<file path="config.mk">
export PLATFORM = sky130hd
export DESIGN_NAME = cfhc_back
export DESIGN_NICKNAME = d
export VERILOG_FILES = /design/src/rtl/cfhc_pkg.sv /design/src/rtl/cfhc_back.sv
export SDC_FILE = /design/constraint.sdc
export NUM_CORES = 1
export LEC_CHECK = 0
export BUFFER_PORTS_ARGS = -buffer_cell sky130_fd_sc_hd__buf_2
export CAP_MARGIN = 20
export CORE_MARGIN = 2
export CORE_UTILIZATION = 35
export CTS_CLUSTER_DIAMETER = 120
export DETAILED_ROUTE_END_ITERATION = 10
export PLACE_DENSITY = 0.63
export SLEW_MARGIN = 20
export SYNTH_ARGS = -nofsm -noshare
export SYNTH_HDL_FRONTEND = slang
export SYNTH_SLANG_ARGS = --single-unit
</file>
<file path="constraint.sdc">
create_clock -name clk -period 4.8 [get_ports clk]
set_input_delay 1.2 -clock clk [delete_from_list [all_inputs] [get_ports clk]]
set_output_delay 1.2 -clock clk [all_outputs]
set_load 0.1 [all_outputs]
</file>
<file path="src/rtl/cfhc_pkg.sv">
package cfhc_pkg;

    localparam int MAX_FILE_BYTES_DEF = 1024;
    localparam int HEADER_BYTES       = 16;
    localparam int QUEUE_DEPTH        = 2;

    localparam logic [31:0] CRC_POLY     = 32'hEDB8_8320;
    localparam logic [31:0] CRC_ONES     = 32'hFFFF_FFFF;
    localparam logic [15:0] HDR_LEN_CODE = 16'd16;

    localparam logic [31:0] MAGIC_RST   = 32'h4753_5950;
    localparam logic [15:0] VERSION_RST = 16'd1;
    localparam logic [9:0]  PAYLOAD_RST = 10'd132;

    // configuration register indexes
    localparam logic [1:0] CFG_MAGIC   = 2'd0;
    localparam logic [1:0] CFG_VERSION = 2'd1;
    localparam logic [1:0] CFG_PAYLOAD = 2'd2;

    typedef enum logic [2:0] {
        ST_OK      = 3'd0,
        ST_TRUNC   = 3'd1,
        ST_MAGIC   = 3'd2,
        ST_VERSION = 3'd3,
        ST_LENGTH  = 3'd4,
        ST_CHECK   = 3'd5
    } status_t;

    // classified byte handed from front to back
    typedef struct packed {
        logic [7:0] data;
        logic       last;
        logic       take;    // below the read limit, updates state
        logic       is_hdr;  // one of the first HEADER_BYTES bytes
        logic [3:0] pos;     // byte position within the header
    } byte_item_t;

    localparam int ITEM_W = $bits(byte_item_t);
    localparam int RES_W  = 3 + 32;

    // reflected CRC-32, one byte
    function automatic logic [31:0] crc_byte(input logic [31:0] crc, input logic [7:0] b);
        logic [31:0] c;
        c = crc ^ {24'd0, b};
        for (int k = 0; k < 8; k++) begin
            c = c[0] ? ((c >> 1) ^ CRC_POLY) : (c >> 1);
        end
        return c;
    endfunction

endpackage

</file>
<file path="src/rtl/cfhc_back.sv">
module cfhc_back #(
    parameter int MAX_FILE_BYTES = cfhc_pkg::MAX_FILE_BYTES_DEF,
    parameter int CW             = $clog2(MAX_FILE_BYTES + 1)
) (
    input  logic                 clk,
    input  logic                 rst_n,
    input  logic                 q_empty,
    input  cfhc_pkg::byte_item_t q_item,
    input  logic [CW-1:0]        q_count,
    output logic                 q_pop,
    input  logic [31:0]          cfg_magic,
    input  logic [15:0]          cfg_version,
    input  logic [9:0]           cfg_payload,
    input  logic                 o_full,
    output logic                 o_push,
    output logic [2:0]           o_status,
    output logic [31:0]          o_check
);

    localparam logic [CW-1:0] LIMIT = CW'(MAX_FILE_BYTES);
    localparam logic [CW-1:0] HDR   = CW'(cfhc_pkg::HEADER_BYTES);

    // per-file state
    logic        magic_good_reg, magic_good_next;
    logic [15:0] version_reg, version_next;
    logic [15:0] hdr_len_reg, hdr_len_next;
    logic [31:0] pay_len_reg, pay_len_next;
    logic [31:0] stored_reg, stored_next;
    logic [31:0] crc_reg, crc_next;

    // state after the popped byte, before any end-of-file clear
    logic        upd_magic;
    logic [15:0] upd_version, upd_hdr_len;
    logic [31:0] upd_pay_len, upd_stored, upd_crc;

    // snapshot of a finished file, held until its verdict is pushed
    logic          pend_valid_reg, pend_valid_next;
    logic          snap_magic_reg;
    logic [15:0]   snap_version_reg, snap_hdr_len_reg;
    logic [31:0]   snap_pay_len_reg, snap_stored_reg, snap_check_reg;
    logic [CW-1:0] snap_count_reg;

    logic          end_file;
    logic [32:0]   want;
    logic [32:0]   size;
    cfhc_pkg::status_t status;

    assign q_pop    = !q_empty && !(pend_valid_reg && o_full);
    assign end_file = q_pop && q_item.last;
    assign o_push   = pend_valid_reg && !o_full;

    always_comb
    begin
        upd_magic   = magic_good_reg;
        upd_version = version_reg;
        upd_hdr_len = hdr_len_reg;
        upd_pay_len = pay_len_reg;
        upd_stored  = stored_reg;
        upd_crc     = crc_reg;
        if (q_pop && q_item.take)
        begin
            if (q_item.is_hdr)
            begin
                unique case (q_item.pos[3:2])
                    2'd0:
                    begin
                        if (cfg_magic[q_item.pos[1:0]*8 +: 8] != q_item.data)
                        begin
                            upd_magic = 1'b0;
                        end
                    end
                    2'd1:
                    begin
                        if (!q_item.pos[1])
                        begin
                            upd_version[q_item.pos[0]*8 +: 8] =
                                version_reg[q_item.pos[0]*8 +: 8] | q_item.data;
                        end
                        else
                        begin
                            upd_hdr_len[q_item.pos[0]*8 +: 8] =
                                hdr_len_reg[q_item.pos[0]*8 +: 8] | q_item.data;
                        end
                    end
                    2'd2:
                    begin
                        upd_pay_len[q_item.pos[1:0]*8 +: 8] =
                            pay_len_reg[q_item.pos[1:0]*8 +: 8] | q_item.data;
                    end
                    default:
                    begin
                        upd_stored[q_item.pos[1:0]*8 +: 8] =
                            stored_reg[q_item.pos[1:0]*8 +: 8] | q_item.data;
                    end
                endcase
            end
            else
            begin
                upd_crc = cfhc_pkg::crc_byte(crc_reg, q_item.data);
            end
        end
    end

    always_comb
    begin
        if (end_file)
        begin
            magic_good_next = 1'b1;
            version_next    = '0;
            hdr_len_next    = '0;
            pay_len_next    = '0;
            stored_next     = '0;
            crc_next        = cfhc_pkg::CRC_ONES;
        end
        else
        begin
            magic_good_next = upd_magic;
            version_next    = upd_version;
            hdr_len_next    = upd_hdr_len;
            pay_len_next    = upd_pay_len;
            stored_next     = upd_stored;
            crc_next        = upd_crc;
        end
        if (pend_valid_reg && o_full)
        begin
            pend_valid_next = 1'b1;
        end
        else
        begin
            pend_valid_next = end_file;
        end
    end

    always_ff @(posedge clk or negedge rst_n)
    begin
        if (!rst_n)
        begin
            magic_good_reg <= 1'b1;
            version_reg    <= '0;
            hdr_len_reg    <= '0;
            pay_len_reg    <= '0;
            stored_reg     <= '0;
            crc_reg        <= cfhc_pkg::CRC_ONES;
            pend_valid_reg <= 1'b0;
        end
        else
        begin
            magic_good_reg <= magic_good_next;
            version_reg    <= version_next;
            hdr_len_reg    <= hdr_len_next;
            pay_len_reg    <= pay_len_next;
            stored_reg     <= stored_next;
            crc_reg        <= crc_next;
            pend_valid_reg <= pend_valid_next;
        end
    end

    always_ff @(posedge clk)
    begin
        if (end_file)
        begin
            snap_magic_reg   <= upd_magic;
            snap_version_reg <= upd_version;
            snap_hdr_len_reg <= upd_hdr_len;
            snap_pay_len_reg <= upd_pay_len;
            snap_stored_reg  <= upd_stored;
            snap_check_reg   <= ~upd_crc;
            snap_count_reg   <= q_count;
        end
    end

    // verdict on the snapshot, in priority order
    assign want = {1'b0, snap_pay_len_reg} + 33'(cfhc_pkg::HEADER_BYTES);
    assign size = 33'(snap_count_reg);

    always_comb
    begin
        if (snap_count_reg >= LIMIT)
        begin
            status = cfhc_pkg::ST_LENGTH;
        end
        else if (snap_count_reg < HDR)
        begin
            status = cfhc_pkg::ST_TRUNC;
        end
        else if (!snap_magic_reg)
        begin
            status = cfhc_pkg::ST_MAGIC;
        end
        else if (snap_version_reg != cfg_version)
        begin
            status = cfhc_pkg::ST_VERSION;
        end
        else if (snap_hdr_len_reg != cfhc_pkg::HDR_LEN_CODE)
        begin
            status = cfhc_pkg::ST_LENGTH;
        end
        else if ((snap_pay_len_reg != {22'd0, cfg_payload}) || (size != want))
        begin
            status = (size < want) ? cfhc_pkg::ST_TRUNC : cfhc_pkg::ST_LENGTH;
        end
        else if (snap_check_reg != snap_stored_reg)
        begin
            status = cfhc_pkg::ST_CHECK;
        end
        else
        begin
            status = cfhc_pkg::ST_OK;
        end
    end

    assign o_status = status;
    assign o_check  = snap_check_reg;

endmodule

</file>
* After elaboration in Yosys (flattened, before gate mapping)
Cells that the tools add are included.
** Operators by class
- Add/subtract/negate cells :: 3
- Order comparisons :: 3
- Equal/unequal tests :: 8
- Shift-type cells :: 11
- Multiplexer cells :: 47
- Bitwise logic cells :: 14
- Reduce and logical (&&, ||, !) cells :: 11
** Operators with widths (number)
- 2-to-1 mux 32 bit :: 19
- 2-to-1 mux 16 bit :: 10
- NOT 13 -> 14 bit :: 8
- variable part select 32 x 6 -> 8 bit :: 3
- variable part select 8 x 34 -> 16 bit :: 2
- variable part select 8 x 34 -> 32 bit :: 2
- bitwise mux 32 bit :: 2
- negator 4 -> 34 bit :: 1
- negator 5 -> 34 bit :: 1
- variable shift 8 x 34 -> 16 bit (first input constant) :: 1
- variable shift 8 x 34 -> 32 bit (first input constant) :: 1
- adder 32 x 5 -> 33 bit (second input constant) :: 1
- less-than comparator 11 x 33 -> 1 bit :: 1
- != test 11 x 33 -> 1 bit :: 1
- bitwise mux 16 bit :: 2
- != test 32 x 10 -> 1 bit :: 1
- != test 32 bit :: 1
- NOT 32 bit :: 1
- bitwise OR 8 bit :: 4
- variable part select 16 x 5 -> 8 bit :: 2
- bitwise XOR 32 x 8 -> 32 bit :: 1
- 2-to-1 mux 3 bit :: 8
- != test 16 bit :: 1
- != test 16 x 5 -> 1 bit (second input constant) :: 1
- other kinds (11) :: 22
** Word-level totals
- Bits in registers :: 270
- Input port bits :: 88
- Output and inout bits :: 37
- Logic and storage cells :: 111

* Logic depth before layout (Yosys ltp)
- Depth in word-level cells :: 20
- Gate-level depth with buffers :: 12
- Mapped depth without buffers :: 12

* Worst setup path after synthesis
Ideal clock, no wire load.
- Kind :: input-to-reg
- Start :: input o_full
- End :: register snap_check_reg[0] (netlist: o_check[0]), enable pin
- Setup time :: 492 ps
- Arrival time :: 6060 ps
- Data required time :: 4308 ps
- Setup slack :: -1753 ps
- Stages :: 4
- Buffers on the path :: 1
- Path through :: a21oi_1 -> nand2_1 -> clkbuf_1 -> inv_1
** Between the ends
- Cells in the longest elaborated chain, start to end :: 4
** Ends and longest elaborated chain
- start: declaration :: line cfhc_back.sv:14 : input logic o_full,
- logical AND 1 bit :: line cfhc_back.sv:48 : assign q_pop = !q_empty && !(pend_valid_reg && o_full);
- logical NOT 1 bit :: line cfhc_back.sv:48
- logical AND 1 bit :: line cfhc_back.sv:48
- logical AND 1 bit :: line cfhc_back.sv:49 : assign end_file = q_pop && q_item.last;
- net end_file :: line cfhc_back.sv:43 : logic end_file;
- end signal: assignment :: line cfhc_back.sv:167 : snap_check_reg <= ~upd_crc;
- end: declaration :: line cfhc_back.sv:40 : logic [31:0] snap_pay_len_reg, snap_stored_reg, snap_check_reg;
The timed path passes the listed nets, and every way through them passes these cells.
A chain may end at the register's enable or synchronous reset.

* Final worst setup path
- Start :: register snap_pay_len_reg[5]
- End :: output o_status[0]
** Between the ends
- Cells in the longest elaborated chain, start to end :: 9
- Elaborated cells on any way between the ends :: 12
- Classes of those cells :: add/sub (1); order compare (1); eq/ne (2); mux (7); reduce/logical (1)
** Ends and longest elaborated chain
- start: declaration :: line cfhc_back.sv:40
- start signal: assignment :: line cfhc_back.sv:165 : snap_pay_len_reg <= upd_pay_len;
- adder 32 x 5 -> 33 bit :: line cfhc_back.sv:173 : assign want = {1'b0, snap_pay_len_reg} + 33'(cfhc_pkg::HEADER_BYTES);
- less-than comparator 11 x 33 -> 1 bit or != test 11 x 33 -> 1 bit (tied branches) :: line cfhc_back.sv:200, cfhc_back.sv:198
- 2-to-1 mux 3 bit or logical OR 1 bit (tied branches) :: line cfhc_back.sv:200, cfhc_back.sv:198
- 2-to-1 mux 3 bit (*) :: line cfhc_back.sv:198 : else if ((snap_pay_len_reg != {22'd0, cfg_payload}) || (size != want))
- 2-to-1 mux 3 bit (*) :: line cfhc_back.sv:194 : else if (snap_hdr_len_reg != cfhc_pkg::HDR_LEN_CODE)
- 2-to-1 mux 3 bit (*) :: line cfhc_back.sv:190 : else if (snap_version_reg != cfg_version)
- 2-to-1 mux 3 bit (*) :: line cfhc_back.sv:186 : else if (!snap_magic_reg)
- 2-to-1 mux 3 bit (*) :: line cfhc_back.sv:182 : else if (snap_count_reg < HDR)
- 2-to-1 mux 3 bit (*) :: line cfhc_back.sv:178 : if (snap_count_reg >= LIMIT)
- end: declaration :: line cfhc_back.sv:16 : output logic [2:0] o_status,
Every way passes the cells marked *; elsewhere a longest branch is shown, timed or not.

==> impl_metrics.toml <==
[outcome]
status = "finished clean"

[setup_path]
worst_setup_path_end_kind = "output port"
timing.rr.start = "pend_valid_reg"
critPathMaxFanout = 8
setup.worst_path.start = "snap_pay_len_reg[5]"
cp-start-kind = "register"
critPathArrivalTime_ps = 3460
rr_worst_depth = 5
critPathRequiredTime_ps = 3600
path_class = "reg2out"

[clocking]
clock_tree.root_cell = "clkbuf_16"
cts_buffers = 29
cts_hold_buf = 0
cts_sinks = 270
clkSlewWorstSetupHoldPaths_ps = 60
cts_tree = "yes"
clk_latency_ps = 580
cts_max_level = 1
cts.path.max_buffers = 3

[global_routing]
overflow = 0
grt_pass1_wl_um = 52300
first_global_vias = 8774
grt_antenna_before_repair = 0
grt_max_degree = 75
track_usage = 0.175

[sta]
min_period_ps = 4660
max_slew.worst_pin.slew_ps = 890
slew_headroom = 0.402
drv_slew = 0
setup_viol = 0
worst_slack_ps = 140
fin_crit_sh = 0.971
rsz0062_at_grt = "yes"
max_freq_ghz = 0.215
hold_violations = 0
finClkSkew_ps = 16.9

[power_and_ir_drop]
seqPwrFrac = 0.429
p_switching_mw = 2.01
swShare = 0.308
clkPwrFrac = 0.331
p_leak_nw = 6.26
irDropWorstVdd_mv = 0.363
combPwrFrac = 0.240
report.power.total_mw = 6.53
powerDensity_mw_per_mm2 = 425
p_int_mw = 4.52

[placement]
port_buffers = 124
dp_slack_ps = 355
place_congestion = 0.865
dp_hpwl_um = 22700

[route]
first_pass_iters = 5
drc = 0
post_drt_wl_per_cell_um = 19.8
drt_iter0_drc = 527
vias_per_cell = 5.21
route.vias.total = 8865
antenna_left = 0
routed_wl_um = 33700

[synthesis]
synth_seq_area_share = 0.570
yosys.area.top_type = "edfxtp_1"
synth_flop_cell = "edfxtp_1"
ys_async_sr_fraction = 0.481
avgSynthCellArea_um2 = 12.2
synth_cell_types = 64
netlist_instances = 1079
ys_seq_elements = 270
synth_edf_count = 140
synth_area_leaders = "edfxtp_1, dfrtp_1, dfstp_2"
synth_top_area_share = 0.320
synth_nets = 1184
netlist_area_mm2 = 0.0132
yosysWarningCount = 0

[cells_and_area]
layout-drive-gt1-share = 0.228
finalNetCount = 1311
fill_cells = 3489
layout_common_cells = "edfxtp_1, buf_2, nand2_1, and2_1, dfrtp_1"
layout_commonest_cell = "edfxtp_1"
fin_util = 0.412
synthToLayoutAreaGrowth_pct = 16.8
diodes = 0

[die]
initial_core_util = 0.353
dieArea_mm2 = 0.0391
core-area_mm2 = 0.0373
die_h_um = 198
ioPinCount = 125
rows = 71
die_w_um = 198

[job]
max-cap-violations = 0

[worst_hold_path]
worstHoldStart = "hdr_len_reg[15]"
hp-class = "reg2reg"
min_path_cells = 1
metal layers:
layer  global-route usage  up-vias  wire length [um]
met5                    0        -                 0
met4               0.0443        0               716
met3               0.0312       46              2150
met2                0.276      270             15800
met1                0.248     4395             15100
li1                     -     4154                 -
kinds of logic (layout without fill, tap and decap cells):
| family | Yosys count | after routing | synth area share |
|---|---|---|---|
| XOR/XNOR | 146 | 146 | 0.106 |
| AO/OA/AOI/OAI | 165 | 165 | 0.0880 |
| buffers and inverters | 64 | 214 | 0.0199 |
| multiplexers | 29 | 29 | 0.0449 |
| adder cells (fa/ha/maj) | 17 | 17 | 0.0162 |
| AND/OR/NAND/NOR | 388 | 388 | 0.155 |
| flip-flops | 270 | 270 | 0.570 |
final timing paths:
kind                                              to  slack [ps]
worst min register to register  snap_hdr_len_reg[15]         520
max in group asynchronous             pay_len_reg[2]        3330
worst max register to register   snap_pay_len_reg[5]        1810
worst max-delay path                     o_status[0]         140
worst min-delay path            snap_hdr_len_reg[15]         520
min in group asynchronous            version_reg[11]         630
layout make-up:
type                    instances  area (um2)  area share
inverters                      13        52.6     0.00342
clock inverters                12         103     0.00668
repair buffers                147         855      0.0556
flip-flops and latches        270        7500       0.488
clock buffers                  42         815      0.0530
multi-input cells             745        5450       0.355
well taps                     474         593      0.0386
through the flow:
| stage | cell area [um2] | setup TNS, ps | instances | hold slack, ps |
|---|---|---|---|---|
| after floorplan | 13200 | 0 | 1079 | 469 |
| after global placement | 14300 | 0 | 1640 | 491 |
| after detailed placement | 14300 | 0 | 1640 | 500 |
| after CTS | 15300 | 0 | 1700 | 513 |
| after global routing | 15400 | -3.84 | 1703 | 535 |
| final | 15400 | 0 | 1703 | 515 |
power groups by stage:
stage	combinational (mW)	sequential [mW]	clock (mW)
global placement	1.56	2.84	0
CTS	1.58	2.80	2.22
detailed placement	1.57	2.84	0
floorplan	1.03	3.01	0
global route	1.70	2.82	2.31
finish	1.57	2.80	2.16
cell usage after synthesis, types with 3 or more instances:
master / count
a21o_1: 32
nor4b_1: 7
nand4_1: 17
mux2i_1: 5
dfrtp_1: 97
o21ai_0: 6
clkbuf_1: 35
and2_1: 100
or3_1: 5
inv_1: 12
xor2_1: 61
mux4_2: 24
or4_1: 4
buf_2: 14
nand2_1: 119
a21oi_1: 35
a2111oi_0: 3
and3_1: 4
o21a_1: 4
nand3_1: 12
ha_1: 17
xnor2_1: 73
nor3_1: 13
nor2b_1: 3
nor2_1: 58
xnor2_2: 9
a31oi_1: 3
dfstp_2: 33
nor4_1: 23
nand3b_1: 3
o31ai_1: 66
edfxtp_1: 140
and4_1: 5
what timing repair did:
action | 4_1_cts | 5_1_grt
setup endpoints to repair | 1 | 2
buffers inserted | 6 | 3
cloned | 0 | 0
resized for setup | 3 | 5
pin swaps | 1 | 2
critical path: stages, from the launching register on:
cell and delay (ps):
edfxtp_1 420, ha_4 190, nand3_4 140, xnor2_1 170, ha_1 290, and4_4 250
nand2_1 80, o211a_1 230, or3b_2 500, o41ai_4 330, a21oi_2 100, buf_6 190
No activity file was read; power rests on OpenSTA's default activity.
